**config.mk**
```make
export PLATFORM = sky130hd
export DESIGN_NAME = rms_error_accumulator
export DESIGN_NICKNAME = d
export VERILOG_FILES = /design/src/hdl/rea_pkg.sv /design/src/hdl/rea_ctrl.sv /design/src/hdl/rea_datapath.sv /design/src/hdl/rms_error_accumulator.sv
export VERILOG_INCLUDE_DIRS = /design/src /design/src/hdl
export SDC_FILE = /design/constraint.sdc
export NUM_CORES = 1
export LEC_CHECK = 0
export ABC_AREA = 1
export BUFFER_PORTS_ARGS = -buffer_cell sky130_fd_sc_hd__buf_2
export CORE_UTILIZATION = 35
export CTS_BUF_LIST = sky130_fd_sc_hd__clkbuf_16
export DETAILED_ROUTE_END_ITERATION = 10
export GPL_TIMING_DRIVEN = 0
export PLACE_DENSITY = 0.5
export SYNTH_ARGS = -nofsm -noshare
export SYNTH_HDL_FRONTEND = slang
export SYNTH_SLANG_ARGS = --single-unit
export TNS_END_PERCENT = 10
```
**constraint.sdc**
```tcl
create_clock -name aclk -period 11.6 [get_ports aclk]
set_input_delay 1.16 -clock aclk [delete_from_list [all_inputs] [get_ports aclk]]
set_output_delay 1.16 -clock aclk [all_outputs]
set_load 0.05 [all_outputs]
```
**src/hdl/rms_error_accumulator_assert.svh**
```systemverilog
// Assertion macros shared by the rms error accumulator RTL.
`ifndef RMS_ERROR_ACCUMULATOR_ASSERT_SVH
`define RMS_ERROR_ACCUMULATOR_ASSERT_SVH

// Same-cycle implication, sampled on aclk, off while aresetn is low.
`define REA_ASSERT_NOW(lbl, ante, cons) \
    lbl: assert property (@(posedge aclk) disable iff (!aresetn) (ante) |-> (cons)) \
        else $error("rea assertion failed");

// Next-cycle implication, sampled on aclk, off while aresetn is low.
`define REA_ASSERT_NEXT(lbl, ante, cons) \
    lbl: assert property (@(posedge aclk) disable iff (!aresetn) (ante) |=> (cons)) \
        else $error("rea assertion failed");

`endif

```
**src/hdl/rea_pkg.sv**
```systemverilog
// Package: widths, constants and controller/datapath interface types.
`timescale 1ns / 1ps
`default_nettype none
package rea_pkg;

    localparam int SAMPLE_W   = 16;
    localparam int SQ_W       = 32;
    localparam int SUM_W      = 53;
    localparam int CNT_W      = 21;
    localparam int MEAN_W     = 32;
    localparam int ROOT_W     = 16;
    localparam int DIV_STEPS  = SUM_W;
    localparam int SQRT_STEPS = ROOT_W;
    localparam int STEP_W     = $clog2(DIV_STEPS);
    localparam int SREM_W     = ROOT_W + 2;

    localparam logic [CNT_W-1:0] MAX_COUNT = CNT_W'(1048576);

    // Commands from the controller to the datapath
    typedef struct packed {
        logic take;       // accumulate the beat on the input port
        logic div_load;   // snapshot sum/count into divider, clear accumulator
        logic div_step;   // one quotient bit
        logic sqrt_load;  // start root on the quotient
        logic sqrt_step;  // one root bit
        logic out_load;   // move result into the output register
    } rea_cmd_t;

    // Status back to the controller
    typedef struct packed {
        logic out_free;   // output register can take a result this cycle
    } rea_stat_t;

endpackage
`default_nettype wire

```
**src/hdl/rea_ctrl.sv**
```systemverilog
// Controller: sequences accumulate, divide, square root and result hand-off.
`timescale 1ns / 1ps
`default_nettype none
`include "rms_error_accumulator_assert.svh"
module rea_ctrl
    import rea_pkg::*;
(
    input  wire logic      aclk,
    input  wire logic      aresetn,
    input  wire logic      s_valid,
    input  wire logic      s_last,
    output logic           s_ready,
    output rea_cmd_t       cmd,
    input  wire rea_stat_t stat
);

    typedef enum logic [6:0] {
        ST_IDLE  = 7'b0000001,
        ST_FLUSH = 7'b0000010,
        ST_LOAD  = 7'b0000100,
        ST_DIV   = 7'b0001000,
        ST_SQLD  = 7'b0010000,
        ST_SQRT  = 7'b0100000,
        ST_DONE  = 7'b1000000
    } state_t;

    state_t            state_reg, state_next;
    logic [STEP_W-1:0] step_reg, step_next;
    logic              take;

    assign s_ready = (state_reg == ST_IDLE);
    assign take    = s_valid && s_ready;

    always_comb begin
        state_next = state_reg;
        step_next  = step_reg;
        cmd        = '0;
        case (state_reg)
            ST_IDLE: begin
                cmd.take = take;
                if (take && s_last) begin
                    state_next = ST_FLUSH;
                end
            end
            ST_FLUSH: begin
                // last square lands in the sum this cycle
                state_next = ST_LOAD;
            end
            ST_LOAD: begin
                cmd.div_load = 1'b1;
                step_next    = '0;
                state_next   = ST_DIV;
            end
            ST_DIV: begin
                cmd.div_step = 1'b1;
                step_next    = step_reg + 1'b1;
                if (step_reg == STEP_W'(DIV_STEPS - 1)) begin
                    state_next = ST_SQLD;
                end
            end
            ST_SQLD: begin
                cmd.sqrt_load = 1'b1;
                step_next     = '0;
                state_next    = ST_SQRT;
            end
            ST_SQRT: begin
                cmd.sqrt_step = 1'b1;
                step_next     = step_reg + 1'b1;
                if (step_reg == STEP_W'(SQRT_STEPS - 1)) begin
                    state_next = ST_DONE;
                end
            end
            ST_DONE: begin
                if (stat.out_free) begin
                    cmd.out_load = 1'b1;
                    state_next   = ST_IDLE;
                end
            end
            default: begin
                state_next = ST_IDLE;
            end
        endcase
    end

    always_ff @(posedge aclk) begin
        if (!aresetn) begin
            state_reg <= ST_IDLE;
            step_reg  <= '0;
        end else begin
            state_reg <= state_next;
            step_reg  <= step_next;
        end
    end

    `REA_ASSERT_NEXT(a_last_blocks_input, take && s_last, !s_ready)
    `REA_ASSERT_NOW(a_div_step_in_range, state_reg == ST_DIV,
                    step_reg <= STEP_W'(DIV_STEPS - 1))
    `REA_ASSERT_NOW(a_state_onehot, 1'b1, $onehot(state_reg))

endmodule
`default_nettype wire

```
**src/hdl/rea_datapath.sv**
```systemverilog
// Datapath: squared-difference accumulator, serial divider, serial root, output register.
`timescale 1ns / 1ps
`default_nettype none
`include "rms_error_accumulator_assert.svh"
module rea_datapath
    import rea_pkg::*;
(
    input  wire logic                       aclk,
    input  wire logic                       aresetn,
    input  wire rea_cmd_t                   cmd,
    output rea_stat_t                       stat,
    input  wire logic signed [SAMPLE_W-1:0] s_sample_a,
    input  wire logic                       s_a_finite,
    input  wire logic signed [SAMPLE_W-1:0] s_sample_b,
    input  wire logic                       s_b_finite,
    output logic             [MEAN_W-1:0]   m_mean_square,
    output logic             [ROOT_W-1:0]   m_rms,
    output logic             [CNT_W-1:0]    m_valid_count,
    output logic                            m_mismatch,
    output logic                            m_overflow,
    output logic                            m_valid,
    input  wire logic                       m_ready
);

    // accumulator
    logic [SUM_W-1:0]  sum_reg;
    logic [CNT_W-1:0]  count_reg;
    logic              mis_reg;
    logic              ovf_reg;
    logic              pend_reg;
    logic [SQ_W-1:0]   sq_reg;

    // divider
    logic [SUM_W-1:0]  quo_reg;
    logic [CNT_W-1:0]  drem_reg;
    logic [CNT_W-1:0]  divisor_reg;
    logic              res_mis_reg;
    logic              res_ovf_reg;

    // root
    logic [MEAN_W-1:0] mean_reg;
    logic [MEAN_W-1:0] sq_op_reg;
    logic [SREM_W-1:0] srem_reg;
    logic [ROOT_W-1:0] root_reg;

    // output register
    logic              m_valid_reg;
    logic [MEAN_W-1:0] m_mean_reg;
    logic [ROOT_W-1:0] m_rms_reg;
    logic [CNT_W-1:0]  m_cnt_reg;
    logic              m_mis_reg;
    logic              m_ovf_reg;

    logic signed [SAMPLE_W:0] diff;
    logic        [SAMPLE_W:0] mag;
    logic        [SQ_W-1:0]   sq_next;
    logic                     both_fin;
    logic                     room;
    logic        [CNT_W:0]    div_sh;
    logic        [CNT_W:0]    div_diff;
    logic                     div_ge;
    logic        [SREM_W+1:0] sq_sh;
    logic        [SREM_W+1:0] sq_trial;
    logic                     sq_ge;

    assign diff     = {s_sample_a[SAMPLE_W-1], s_sample_a}
                    - {s_sample_b[SAMPLE_W-1], s_sample_b};
    assign mag      = diff[SAMPLE_W] ? (SAMPLE_W+1)'(-diff) : diff;
    assign sq_next  = mag[SAMPLE_W-1:0] * mag[SAMPLE_W-1:0];
    assign both_fin = s_a_finite && s_b_finite;
    assign room     = (count_reg < MAX_COUNT);

    assign div_sh   = {drem_reg, quo_reg[SUM_W-1]};
    assign div_diff = div_sh - {1'b0, divisor_reg};
    assign div_ge   = (div_sh >= {1'b0, divisor_reg});

    assign sq_sh    = {srem_reg, sq_op_reg[MEAN_W-1 -: 2]};
    assign sq_trial = {2'b00, root_reg, 2'b01};
    assign sq_ge    = (sq_sh >= sq_trial);

    assign stat.out_free = !m_valid_reg || m_ready;

    // accumulator: square is registered, added to the sum in the next cycle
    always_ff @(posedge aclk) begin
        if (!aresetn) begin
            sum_reg   <= '0;
            count_reg <= '0;
            mis_reg   <= 1'b0;
            ovf_reg   <= 1'b0;
            pend_reg  <= 1'b0;
        end else if (cmd.div_load) begin
            sum_reg   <= '0;
            count_reg <= '0;
            mis_reg   <= 1'b0;
            ovf_reg   <= 1'b0;
            pend_reg  <= 1'b0;
        end else begin
            pend_reg <= cmd.take && both_fin && room;
            if (pend_reg) begin
                sum_reg <= sum_reg + {{(SUM_W-SQ_W){1'b0}}, sq_reg};
            end
            if (cmd.take) begin
                if (s_a_finite != s_b_finite) begin
                    mis_reg <= 1'b1;
                end
                if (both_fin) begin
                    if (room) begin
                        count_reg <= count_reg + 1'b1;
                    end else begin
                        ovf_reg <= 1'b1;
                    end
                end
            end
        end
    end

    always_ff @(posedge aclk) begin
        if (cmd.take) begin
            sq_reg <= sq_next;
        end
    end

    // restoring divider, one quotient bit per cycle
    always_ff @(posedge aclk) begin
        if (cmd.div_load) begin
            quo_reg     <= sum_reg;
            drem_reg    <= '0;
            divisor_reg <= count_reg;
            res_mis_reg <= mis_reg;
            res_ovf_reg <= ovf_reg;
        end else if (cmd.div_step) begin
            quo_reg  <= {quo_reg[SUM_W-2:0], div_ge};
            drem_reg <= div_ge ? div_diff[CNT_W-1:0] : div_sh[CNT_W-1:0];
        end
    end

    // digit-by-digit root, one bit per cycle
    always_ff @(posedge aclk) begin
        if (cmd.sqrt_load) begin
            mean_reg  <= (divisor_reg == '0) ? '0 : quo_reg[MEAN_W-1:0];
            sq_op_reg <= (divisor_reg == '0) ? '0 : quo_reg[MEAN_W-1:0];
            srem_reg  <= '0;
            root_reg  <= '0;
        end else if (cmd.sqrt_step) begin
            sq_op_reg <= {sq_op_reg[MEAN_W-3:0], 2'b00};
            srem_reg  <= sq_ge ? SREM_W'(sq_sh - sq_trial) : SREM_W'(sq_sh);
            root_reg  <= {root_reg[ROOT_W-2:0], sq_ge};
        end
    end

    always_ff @(posedge aclk) begin
        if (!aresetn) begin
            m_valid_reg <= 1'b0;
        end else if (cmd.out_load) begin
            m_valid_reg <= 1'b1;
        end else if (m_ready) begin
            m_valid_reg <= 1'b0;
        end
    end

    always_ff @(posedge aclk) begin
        if (cmd.out_load) begin
            m_mean_reg <= mean_reg;
            m_rms_reg  <= root_reg;
            m_cnt_reg  <= divisor_reg;
            m_mis_reg  <= res_mis_reg;
            m_ovf_reg  <= res_ovf_reg;
        end
    end

    assign m_valid       = m_valid_reg;
    assign m_mean_square = m_mean_reg;
    assign m_rms         = m_rms_reg;
    assign m_valid_count = m_cnt_reg;
    assign m_mismatch    = m_mis_reg;
    assign m_overflow    = m_ovf_reg;

    `REA_ASSERT_NOW(a_no_overwrite, cmd.out_load, !m_valid_reg || m_ready)
    `REA_ASSERT_NEXT(a_acc_cleared, cmd.div_load,
                     sum_reg == '0 && count_reg == '0 && !mis_reg && !ovf_reg)
    `REA_ASSERT_NOW(a_root_floor, cmd.out_load,
                    ({16'b0, root_reg} * {16'b0, root_reg}) <= mean_reg)

endmodule
`default_nettype wire

```
**src/hdl/rms_error_accumulator.sv**
```systemverilog
// A beat without last is taken as it is offered; s_ready stays high for back-to-back beats.
// A beat with last starts its result: the sum settles, the one-bit-per-cycle divider runs,
// the one-bit-per-cycle root is loaded and run, and the result moves to the output register.
// s_ready is low until the output register takes it; then beats flow at one per cycle again.
// Reset (aresetn low at a clock edge) empties the accumulator and drops m_valid.
`timescale 1ns / 1ps
`default_nettype none
module rms_error_accumulator
    import rea_pkg::*;
(
    input  wire logic                       aclk,
    input  wire logic                       aresetn,
    // input beats: one sample pair each
    input  wire logic                       s_valid,
    output logic                            s_ready,
    input  wire logic signed [SAMPLE_W-1:0] s_sample_a,
    input  wire logic                       s_a_finite,
    input  wire logic signed [SAMPLE_W-1:0] s_sample_b,
    input  wire logic                       s_b_finite,
    input  wire logic                       s_last,
    // result beats: one per data set
    output logic                            m_valid,
    input  wire logic                       m_ready,
    output logic             [MEAN_W-1:0]   m_mean_square,
    output logic             [ROOT_W-1:0]   m_rms,
    output logic             [CNT_W-1:0]    m_valid_count,
    output logic                            m_mismatch,
    output logic                            m_overflow
);

    // The controller owns the handshake on the input side and all step counting;
    // the datapath owns every data register and the output register.
    rea_cmd_t  cmd;
    rea_stat_t stat;

    rea_ctrl u_ctrl (
        .aclk    (aclk),
        .aresetn (aresetn),
        .s_valid (s_valid),
        .s_last  (s_last),
        .s_ready (s_ready),
        .cmd     (cmd),
        .stat    (stat)
    );

    // Datapath: each square is registered, then added to the sum; on a last beat
    // the sum and count are snapshotted into the divider and the accumulator
    // clears, so the next data set starts from zero.
    rea_datapath u_datapath (
        .aclk          (aclk),
        .aresetn       (aresetn),
        .cmd           (cmd),
        .stat          (stat),
        .s_sample_a    (s_sample_a),
        .s_a_finite    (s_a_finite),
        .s_sample_b    (s_sample_b),
        .s_b_finite    (s_b_finite),
        .m_mean_square (m_mean_square),
        .m_rms         (m_rms),
        .m_valid_count (m_valid_count),
        .m_mismatch    (m_mismatch),
        .m_overflow    (m_overflow),
        .m_valid       (m_valid),
        .m_ready       (m_ready)
    );

endmodule
`default_nettype wire

```
# Word level (Yosys, flattened, before mapping)
# Index checks and enable logic that the tools add are counted.
totals:
  word_cells: 92
  register_bits: 389
  in_bits: 39
  output_inout_bits: 73
op_classes:
  n_eq_ne: 14
  reduce_logical: 19
  magnitude_cmp: 3
  n_bitwise: 2
  n_addsub: 7
  n_mul: 1
  muxes: 23
op_table:
  columns: ["op", "n"]
  rows:
  - ["two-way mux 53 bit", 2]
  - ["two-way mux 32 bit", 3]
  - ["adder 53 x 32 -> 53 bit", 1]
  - ["one-hot mux 7 bit (7 select lines)", 1]
  - ["multiplier 16 x 16 -> 32 bit", 1]
  - ["two-way mux 7 bit", 4]
  - ["greater-or-equal comparator 22 x 21 -> 1 bit", 1]
  - ["adder 21 x 1 -> 21 bit (second input constant)", 1]
  - ["zero test 21 bit", 1]
  - ["< comparator 21 bit (second input constant)", 1]
  - ["two-way mux 21 bit", 1]
  - ["subtractor 21 bit", 1]
  - ["greater-or-equal comparator 20 x 18 -> 1 bit", 1]
  - ["two-way mux 18 bit", 1]
  - ["subtractor 18 bit", 1]
  - ["subtractor 16 x 16 -> 17 bit", 1]
  - ["two-way mux 16 bit", 1]
  - ["negation 16 bit", 1]
  - ["one-hot mux 6 bit (2 select lines)", 1]
  - ["two-way mux 1 bit", 9]
  - ["nonzero test 2 bit", 4]
  - ["== test 7 x 1 -> 1 bit (second input constant)", 1]
  - ["== test 7 x 2 -> 1 bit (second input constant)", 1]
  - ["== test 7 x 3 -> 1 bit (second input constant)", 1]
  - ["other kinds (18)", 28]

# Longest topological paths before layout
# Gate-level depths: netlist (run 1).
depth:
  word_depth: 5
  depth_mapped: 44
  ltp_nobuf: 43

# Cells and area by module
# A second synthesis (run 1) with hierarchy kept.
unflattened:
  hier_cells: 3235
  hier_area_um2: 27264.9
modules_own_cells:
  columns: ["module", "seq_area_each_um2", "n_inst", "area_each_um2", "cells_each"]
  rows:
  - ["rea_datapath", 9929.5, 1, 26459.1, 3110]
  - ["rea_ctrl", 260.2, 1, 805.8, 125]

# Least setup slack after synthesis (run 1)
# No wires, ideal clock.
synth_timing:
  path_type: "input port to flip-flop"
  start: "in s_sample_a[0]"
  end: "reg u_datapath.sq_reg[28], data pin"
  path_buffers: 2
  slack_ns: 3.431
  setup_ns: 0.258
  t_required_ns: 11.342
  cell_stages: 41
  arrival_time_ns: 7.911
  path_cell_list: "inv_1 ha_1 fa_1 inv_1 nand3_1 nand2_1 nand2_1 nand2_1 nand3_1 nand3b_1 nand2_4 inv_4 buf_6 nand3_2 nand2_2 inv_2 buf_2 nor2_1 [5 not listed] fa_1 inv_1 fa_1 fa_1 inv_1 fa_1 inv_1 ha_1 nand2_1 inv_1 nand3_1 nor3_1 nand2_1 o211ai_1 nand3_1 nand2_1 a31oi_1 xnor2_1"
synth_via:
  elab_chain_len: 4
synth_lines:
  columns: ["item", "line_no", "source"]
  rows:
  - ["start, declared", "rms_error_accumulator.sv:16", "input wire logic signed [SAMPLE_W-1:0] s_sample_a,"]
  - ["subtractor 16 x 16 -> 17 bit *", "rea_datapath.sv:67", "- {s_sample_b[SAMPLE_W-1], s_sample_b};"]
  - ["negation 16 bit", "rea_datapath.sv:68", "assign mag = diff[SAMPLE_W] ? (SAMPLE_W+1)'(-diff) : diff;"]
  - ["two-way mux 16 bit *", "rea_datapath.sv:68", null]
  - ["multiplier 16 x 16 -> 32 bit *", "rea_datapath.sv:69", "assign sq_next = mag[SAMPLE_W-1:0] * mag[SAMPLE_W-1:0];"]
  - ["via u_datapath.sq_next[28]", "rea_datapath.sv:56", "logic [SQ_W-1:0] sq_next;"]
  - ["end signal, assigned", "rea_datapath.sv:119", "sq_reg <= sq_next;"]
  - ["end, declared", "rea_datapath.sv:31", "logic [SQ_W-1:0] sq_reg;"]
# The timed path passes the listed nets; every way through them passes the cells marked *.
# A chain may end at the register's enable or synchronous reset.

# Final worst setup path (run 1)
# Ends and elaborated chain as after synthesis.

==> results of run 1 <==
[logic make-up after synthesis]
group | count (synthesis)
buffers and inverters | 696
adders and majority gates | 355
xor gates and xnor gates | 97
AOI/OAI and AO/OA | 508
DFF | 388
muxes | 1
and+or+nand+nor | 1212
[worst max-delay path: cells and delay by family]
kind            cells  cell delay (ns)
fa+ha+maj           9             3.94
simple gates       13             1.88
xor+xnor            2             0.80
buf+inv             7             0.71
compound gates      3             0.58
[synth_stat cells, drive strengths merged, types with 3 or more instances]
library cell and n:
nand2 688, inv 626, nor2 275, edfxtp 242
a21oi 198, o21ai 194, ha 189, fa 166
dfxtp 146, nand3 127, xor2 67, nor3 46
clkbuf 43, nand4 30, xnor2 30, buf 23
nor4 22, o22ai 19, a31oi 16, o211ai 16
o21bai 16, a21o 12, o21a 11, or2 8
nand3b 6, a21boi 5, and2 5, o221ai 5
a211oi 4, clkinv 4, nor3b 4, a22oi 3
a31o 3, o31ai 3
[worst max path at each step]
stage	end	start	slack (ns)
2_1_floorplan	u_datapath.sq_reg[28]	s_sample_a[0]	3.43
5_1_grt	u_datapath.sq_reg[28]	s_sample_a[0]	2.31
3_5_place_dp	u_datapath.sq_reg[28]	s_sample_a[0]	2.21
6_report	u_datapath.sq_reg[28]	s_sample_a[0]	2.79
4_1_cts	u_datapath.sq_reg[28]	s_sample_a[0]	2.80
3_3_place_gp	u_datapath.sq_reg[28]	s_sample_a[0]	2.21
[layer usage]
metal / part of all wire (%) / wire length (um) / track usage, % / vias up
met3: 3.1 / 2150 / 1.84 / 87
met4: 2.6 / 1820 / 5.28 / 0
li1: - / - / - / 10800
met1: 46 / 32000 / 22.9 / 9937
met5: 0 / 0 / 0 / -
met2: 48 / 33200 / 31.2 / 340
[through the flow]
step / util (%) / instances
after CTS: 39.7 / 4491
after global placement: 37.7 / 4408
after global routing: 39.7 / 4491
after floorplan: - / 3257
final: 39.7 / 4491
after detailed placement: 37.9 / 4413
[cell type report]
class                   count  area [um^2]
repair buffers            116          663
inverters                 630         2370
flip-flops and latches    388        10200
multi-input cells        2173        14500
well taps                1040         1300
clock inverters            35          298
clock buffers              43         1080
plain buffers              66          293
fillers                  8100        46700
==> summary.md, run 1 <==
| Metric | Value |
|---|---|
| Post-DP Area | 29400 um^2 |
| Vias in the first global route | around 21k |
| R2R setup slack | 8.33 ns |
| First-pass GRT wire length | 112 mm |
| First-pass DRT Iterations | 7 |
| Hold buffer count at cts | 0 |
| Layout Nets | between 3k and 4k |
| Post-Synth XOR/XNOR Area | roughly 3.2% |
| Ports | 112 |
| R2R cell count | 9 |
| Compound-gate portion of the synthesized area | 10.3% |
| Place WS | 2.21 ns |
| Num CTS Buffers | 42 |
| Setup TNS | 0 ns |
| Dpl hpwl | 55.7 mm |
| Mapped Avg Cell Area | 8.40 um^2 |
| Hold Path Sink | u_datapath.m_mean_square[13] |
| GP Congestion | 0.904 |
| Clock Tree Buf Depth | 3 |
| Post_cts resized | 0 |
| Worst Path Arrival | about 9 ns |
| Final ANT Viol Nets | 0 |
| Synthesized area | 27400 um^2 |
| Worst flop-to-flop path startpoint | u_datapath.divisor_reg[0] |
| # port buffers | 111 |
| # H-tree levels | 2 |
| Area delta synth->final | 12.2% |
| N_diodes | 0 |
| Critical Path Fanout Max | 10 |
| Number of synthesized register bits | 388 |
| Final worst slack | 2.79 ns |
| Clk_skew | 0.0206 ns |
| Period Utilization, post-route | 75.9% |
| Area of the core | between 70000 and 80000 um^2 |
| Commonest non-fill, non-tap cells in the layout | 678 x nand2_1, 614 x inv_1, 254 x nor2_1 |
| CP endpoint kind | flop |
| DRC | 0 |
| Die ar. | 79300 um^2 |
| Maxcap violations | 0 |
| Crit path launch type | input pin |
| Synthesized instance count | 3257 |
| Initial antenna violation count | 0 |
| Kind of path behind the tightest hold check | reg -> reg |
| Via count | 21.2k |
| TritonCTS Sinks | 388 |
| Multiplexer area fraction after synthesis | less than 1% |
| Design area | 30700 um^2 |
| Setup CP Type | in -> reg |
| Vias/cell | around 4.7 |
| Fmax achieved | roughly 110 MHz |
| R2R Path End | u_datapath.drem_reg[14] |
| Share of the synthesized area in the top cell type | 26.5% |
| Synth Area in Simple Gates | 18.7% |
| Post-CTS Setup Inserts | 0 |
| Synth area leaders | edfxtp_1 27%, fa_1 12%, dfxtp_1 11%, nand2_1 9.3%, ha_1 8.6% |
| Crit-path slowest cell | xor2_2 |
| Mapped Nets | 3651 |
| RSZ-0062 raised after global routing | no |
| Initial Utilization | 35.3% |
| Sequential area share after synthesis | 37.2% |
| Worst-Margin Slew | 1.11 ns |
| Hold Crit Depth | 0 |
| Max incr delay on CP | roughly 0.66 ns |
| Synth Flop Type | edfxtp_1 |
| Status | complete, no violations |
| Max-slew violation count | 0 |
| Yosys warning total | 0 |
| Die Span X | around 280 um |
| Async SR Flop Fraction | 0% |
| Clock latency on the worst-skew pair | 0.58 ns |
| Largest family of logic cells by synthesized area | adder cells |
| Global route overflow | 0 |
| Routed len/inst | 15.4 um |
| Commonest non-fill, non-tap cell in the layout | nand2_1 |
| Row count | 102 |
| Final setup viols | 0 |
| Starting DRT DRC Count | 1042 |
| Largest net degree at the start of global routing | 38 |
| Max-slew headroom at the worst pin | a little over a quarter |
| Final Hold Fails | 0 |
| TritonCTS clock tree | yes |
| Yosys cell types | 59 |
| Worst hold start | u_datapath.mean_reg[13] |
| DIE HEIGHT | 282 um |
| CTS clk-pin slew, worst paths | 0.06 ns |
| Routed WL | just under 70 mm |
| Final hold slack | roughly 0.42 ns |
| Req. time, crit path | between 10 and 15 ns |
| Cell taking the most area after synthesis | edfxtp_1 |
| Final worst path period need | ~9 ns |
| Total track usage | 17.7% |
| Fraction of layout cells with a size suffix above 1 | 8.11% |
| Root buf cell | clkbuf_16 |
| Adder-cell share of the synthesized area | between 20% and 30% |
| Number of synthesized flops with an enable pin | between 200 and 250 |
Power of run 1 is not shown: default switching activity piles up to over one toggle a cycle in this logic, so the estimate is an artifact.
==> run 2, diff against run 1 <==
--- a/config.mk
+++ b/config.mk
@@ -12,7 +12,7 @@
 export CTS_BUF_LIST = sky130_fd_sc_hd__clkbuf_16
 export DETAILED_ROUTE_END_ITERATION = 10
 export GPL_TIMING_DRIVEN = 0
-export PLACE_DENSITY = 0.5
+export PLACE_DENSITY = 0.52
 export SYNTH_ARGS = -nofsm -noshare
 export SYNTH_HDL_FRONTEND = slang
 export SYNTH_SLANG_ARGS = --single-unit
==> constraint.sdc (replaced) <==
create_clock -name aclk -period 7.3 [get_ports aclk]
set_input_delay 0.73 -clock aclk [delete_from_list [all_inputs] [get_ports aclk]]
set_output_delay 0.73 -clock aclk [all_outputs]
set_load 0.05 [all_outputs]
==> run 2 against run 1 <==
- the flow now finishes with violations (negative setup slack)
- global-route usage barely moved
- count of clock-buffer cells in the layout fell by 4
- wire length rose by 0.42%
- non-clock buffer count rose by 83
- highest routed layer unchanged
==> summary.md, run 2 (synthesis gave the netlist of run 1 again) <==
| Metric | Value |
|---|---|
| Status | finished with violations |
| Failing checks | negative setup slack |
| R2R Path End | u_datapath.drem_reg[14] |
| Critical Path Fanout Max | 7 (-3) |
| Final Hold Fails | 0 (unchanged) |
| # port buffers | 111 (unchanged) |
| Crit-path slowest cell | fa_1 |
| Most used cell, CP | inv_2 |
| Worst hold start | u_datapath.mean_reg[22] |
| TritonCTS Sinks | 388 (unchanged) |
| Via count | 21.5k (+1.2%) |
| R2R setup slack | 4.19 ns (-4.14 ns) |
| Ports | 112 (unchanged) |
| Worst Path Arrival | 7.69 ns (-1.43 ns) |
| Max incr delay on CP | 0.56 ns (-0.10 ns) |
| Initial antenna violation count | 0 (unchanged) |
| Global route overflow | 0 (unchanged) |
| Place WS | -1.19 ns (-3.39 ns) |
| CP endpoint kind | flop |
| Hold Crit Depth | 0 (unchanged) |
| Starting DRT DRC Count | 1196 (+15%) |
| Row count | 102 (unchanged) |
| DRC | 0 (unchanged) |
| Commonest non-fill, non-tap cell in the layout | nand2_1 |
| R2R cell count | 9 (unchanged) |
| Area of the core | 77500 um^2 (unchanged) |
| Final worst slack | -0.0822 ns (-2.88 ns) |
| Dpl hpwl | 55.3 mm (-0.75%) |
| Req. time, crit path | 7.61 ns (-4.30 ns) |
| Routed len/inst | 15.2 um (-1.3%) |
| Vias/cell | 4.70 (-0.52%) |
| Final worst path period need | around 7.4 ns |
| Layout Nets | 3891 (+2.1%) |
| Core Util, Final | 41.8% (+2.2 points) |
| Worst-Margin Slew | 1.10 ns (-0.00724 ns) |
| DIE HEIGHT | 282 um (unchanged) |
| Largest net degree at the start of global routing | 36 (-5.3%) |
| Root buf cell | clkbuf_16 |
| Clock Tree Buf Depth | 3 (unchanged) |
| Vias in the first global route | 21.5k (+1.9%) |
| TritonCTS clock tree | yes |
| Final ANT Viol Nets | 0 (unchanged) |
| # H-tree levels | 2 (unchanged) |
| First-pass GRT wire length | 112 mm (+0.48%) |
| Initial Utilization | 35.3% (unchanged) |
| Die Span X | 282 um (unchanged) |
| Fmax achieved | 135 MHz |
| Final setup viols | 3 (+3) |
| Clk_skew | 0.0227 ns (+0.00211 ns) |
| RSZ-0062 raised after global routing | yes |
| Hold buffer count at cts | 0 (unchanged) |
| Setup CP Type | in -> reg |
| Crit path launch type | input pin |
| Routed WL | 69.5 mm (+0.42%) |
| Die ar. | 79300 um^2 (unchanged) |
| Period Utilization, post-route | 101% |
| Clock latency on the worst-skew pair | 0.56 ns (-0.02 ns) |
| Fraction of layout cells with a size suffix above 1 | 14.5% (+6.4 points) |
| Hold Path Sink | u_datapath.m_mean_square[22] |
| GP Congestion | 0.890 (-1.5%) |
| Maxcap violations | 0 (unchanged) |
| Worst flop-to-flop path startpoint | u_datapath.divisor_reg[0] |
| Kind of path behind the tightest hold check | reg -> reg |
| First-pass DRT Iterations | 5 (-2) |
| Total track usage | 17.8% (+0.038 points) |
| Area delta synth->final | 18.4% |
| CTS clk-pin slew, worst paths | 0.06 ns (about the same) |
| Num CTS Buffers | 39 (-7.1%) |
| Commonest non-fill, non-tap cells in the layout | 640 x nand2_1, 593 x inv_1, 242 x edfxtp_1 |
| Max-slew violation count | 0 (unchanged) |
| Max-slew headroom at the worst pin | 26.7% (+0.66 points) |
| N_diodes | 0 (unchanged) |
run 2: repair_timing:
| action | CTS | global route |
|---|---|---|
| resized for setup | 60 | 111 |
| gates cloned | 0 | 1 |
| pin swaps | 14 | 68 |
| buffers inserted | 16 | 66 |
| endpoints found under the setup margin | 19 | 20 |
run 2: area by class of cell:
| cell class | instances | area, um^2 |
|---|---|---|
| clock buffer | 39 | 976 |
| sequential | 388 | 10200 |
| clock inverter | 33 | 243 |
| multi-input combinational | 2173 | 15400 |
| inverter | 630 | 2420 |
| buffer | 66 | 399 |
| fill | 7862 | 45100 |
| timing repair buffer | 199 | 1440 |
| tap | 1040 | 1300 |
run 2: worst max path at each step:
| stage | from | end | slack [ns] | depth (start not counted) |
|---|---|---|---|---|
| finish | s_sample_a[0] | u_datapath.sq_reg[28] | -0.08 | 42 |
| detailed placement | s_sample_b[0] | u_datapath.sq_reg[28] | -1.19 | 37 |
| floorplan | s_sample_a[0] | u_datapath.sq_reg[28] | -0.04 | 40 |
| global placement | s_sample_b[0] | u_datapath.sq_reg[28] | -1.17 | 37 |
| global route | s_sample_a[0] | u_datapath.sq_reg[28] | -0.40 | 42 |
| CTS | s_sample_b[0] | u_datapath.sq_reg[28] | -0.19 | 38 |
run 2: critical path, delay by kind of cell:
family / cells / cell delay [ns]
simple gates: 15 / 1.43
xor+xnor: 2 / 0.30
compound gates: 2 / 0.28
fa+ha+maj: 9 / 3.87
buf+inv: 14 / 1.04
run 2: per-stage QoR:
step / setup TNS (ns) / instances / hold slack, ns / cell area (um^2)
2_1_floorplan: -0.0409 / 3257 / 0.400 / 27900
3_3_place_gp: -19.78 / 4408 / 0.401 / 29700
3_5_place_dp: -20.42 / 4413 / 0.405 / 29800
4_1_cts: -0.797 / 4501 / 0.390 / 31400
5_1_grt: -3.58 / 4568 / 0.423 / 32400
6_report: -0.169 / 4568 / 0.418 / 32400
run 2: routing by layer:
metal,part of all wire (%),vias to the layer above,GRT usage [%]
met5,0,-,0
met4,2.2,0,5.31
met1,46,10100,22.6
li1,-,11000,-
met2,49,290,31.6
met3,3.0,86,1.84
Power of run 2 is left out for the same reason.
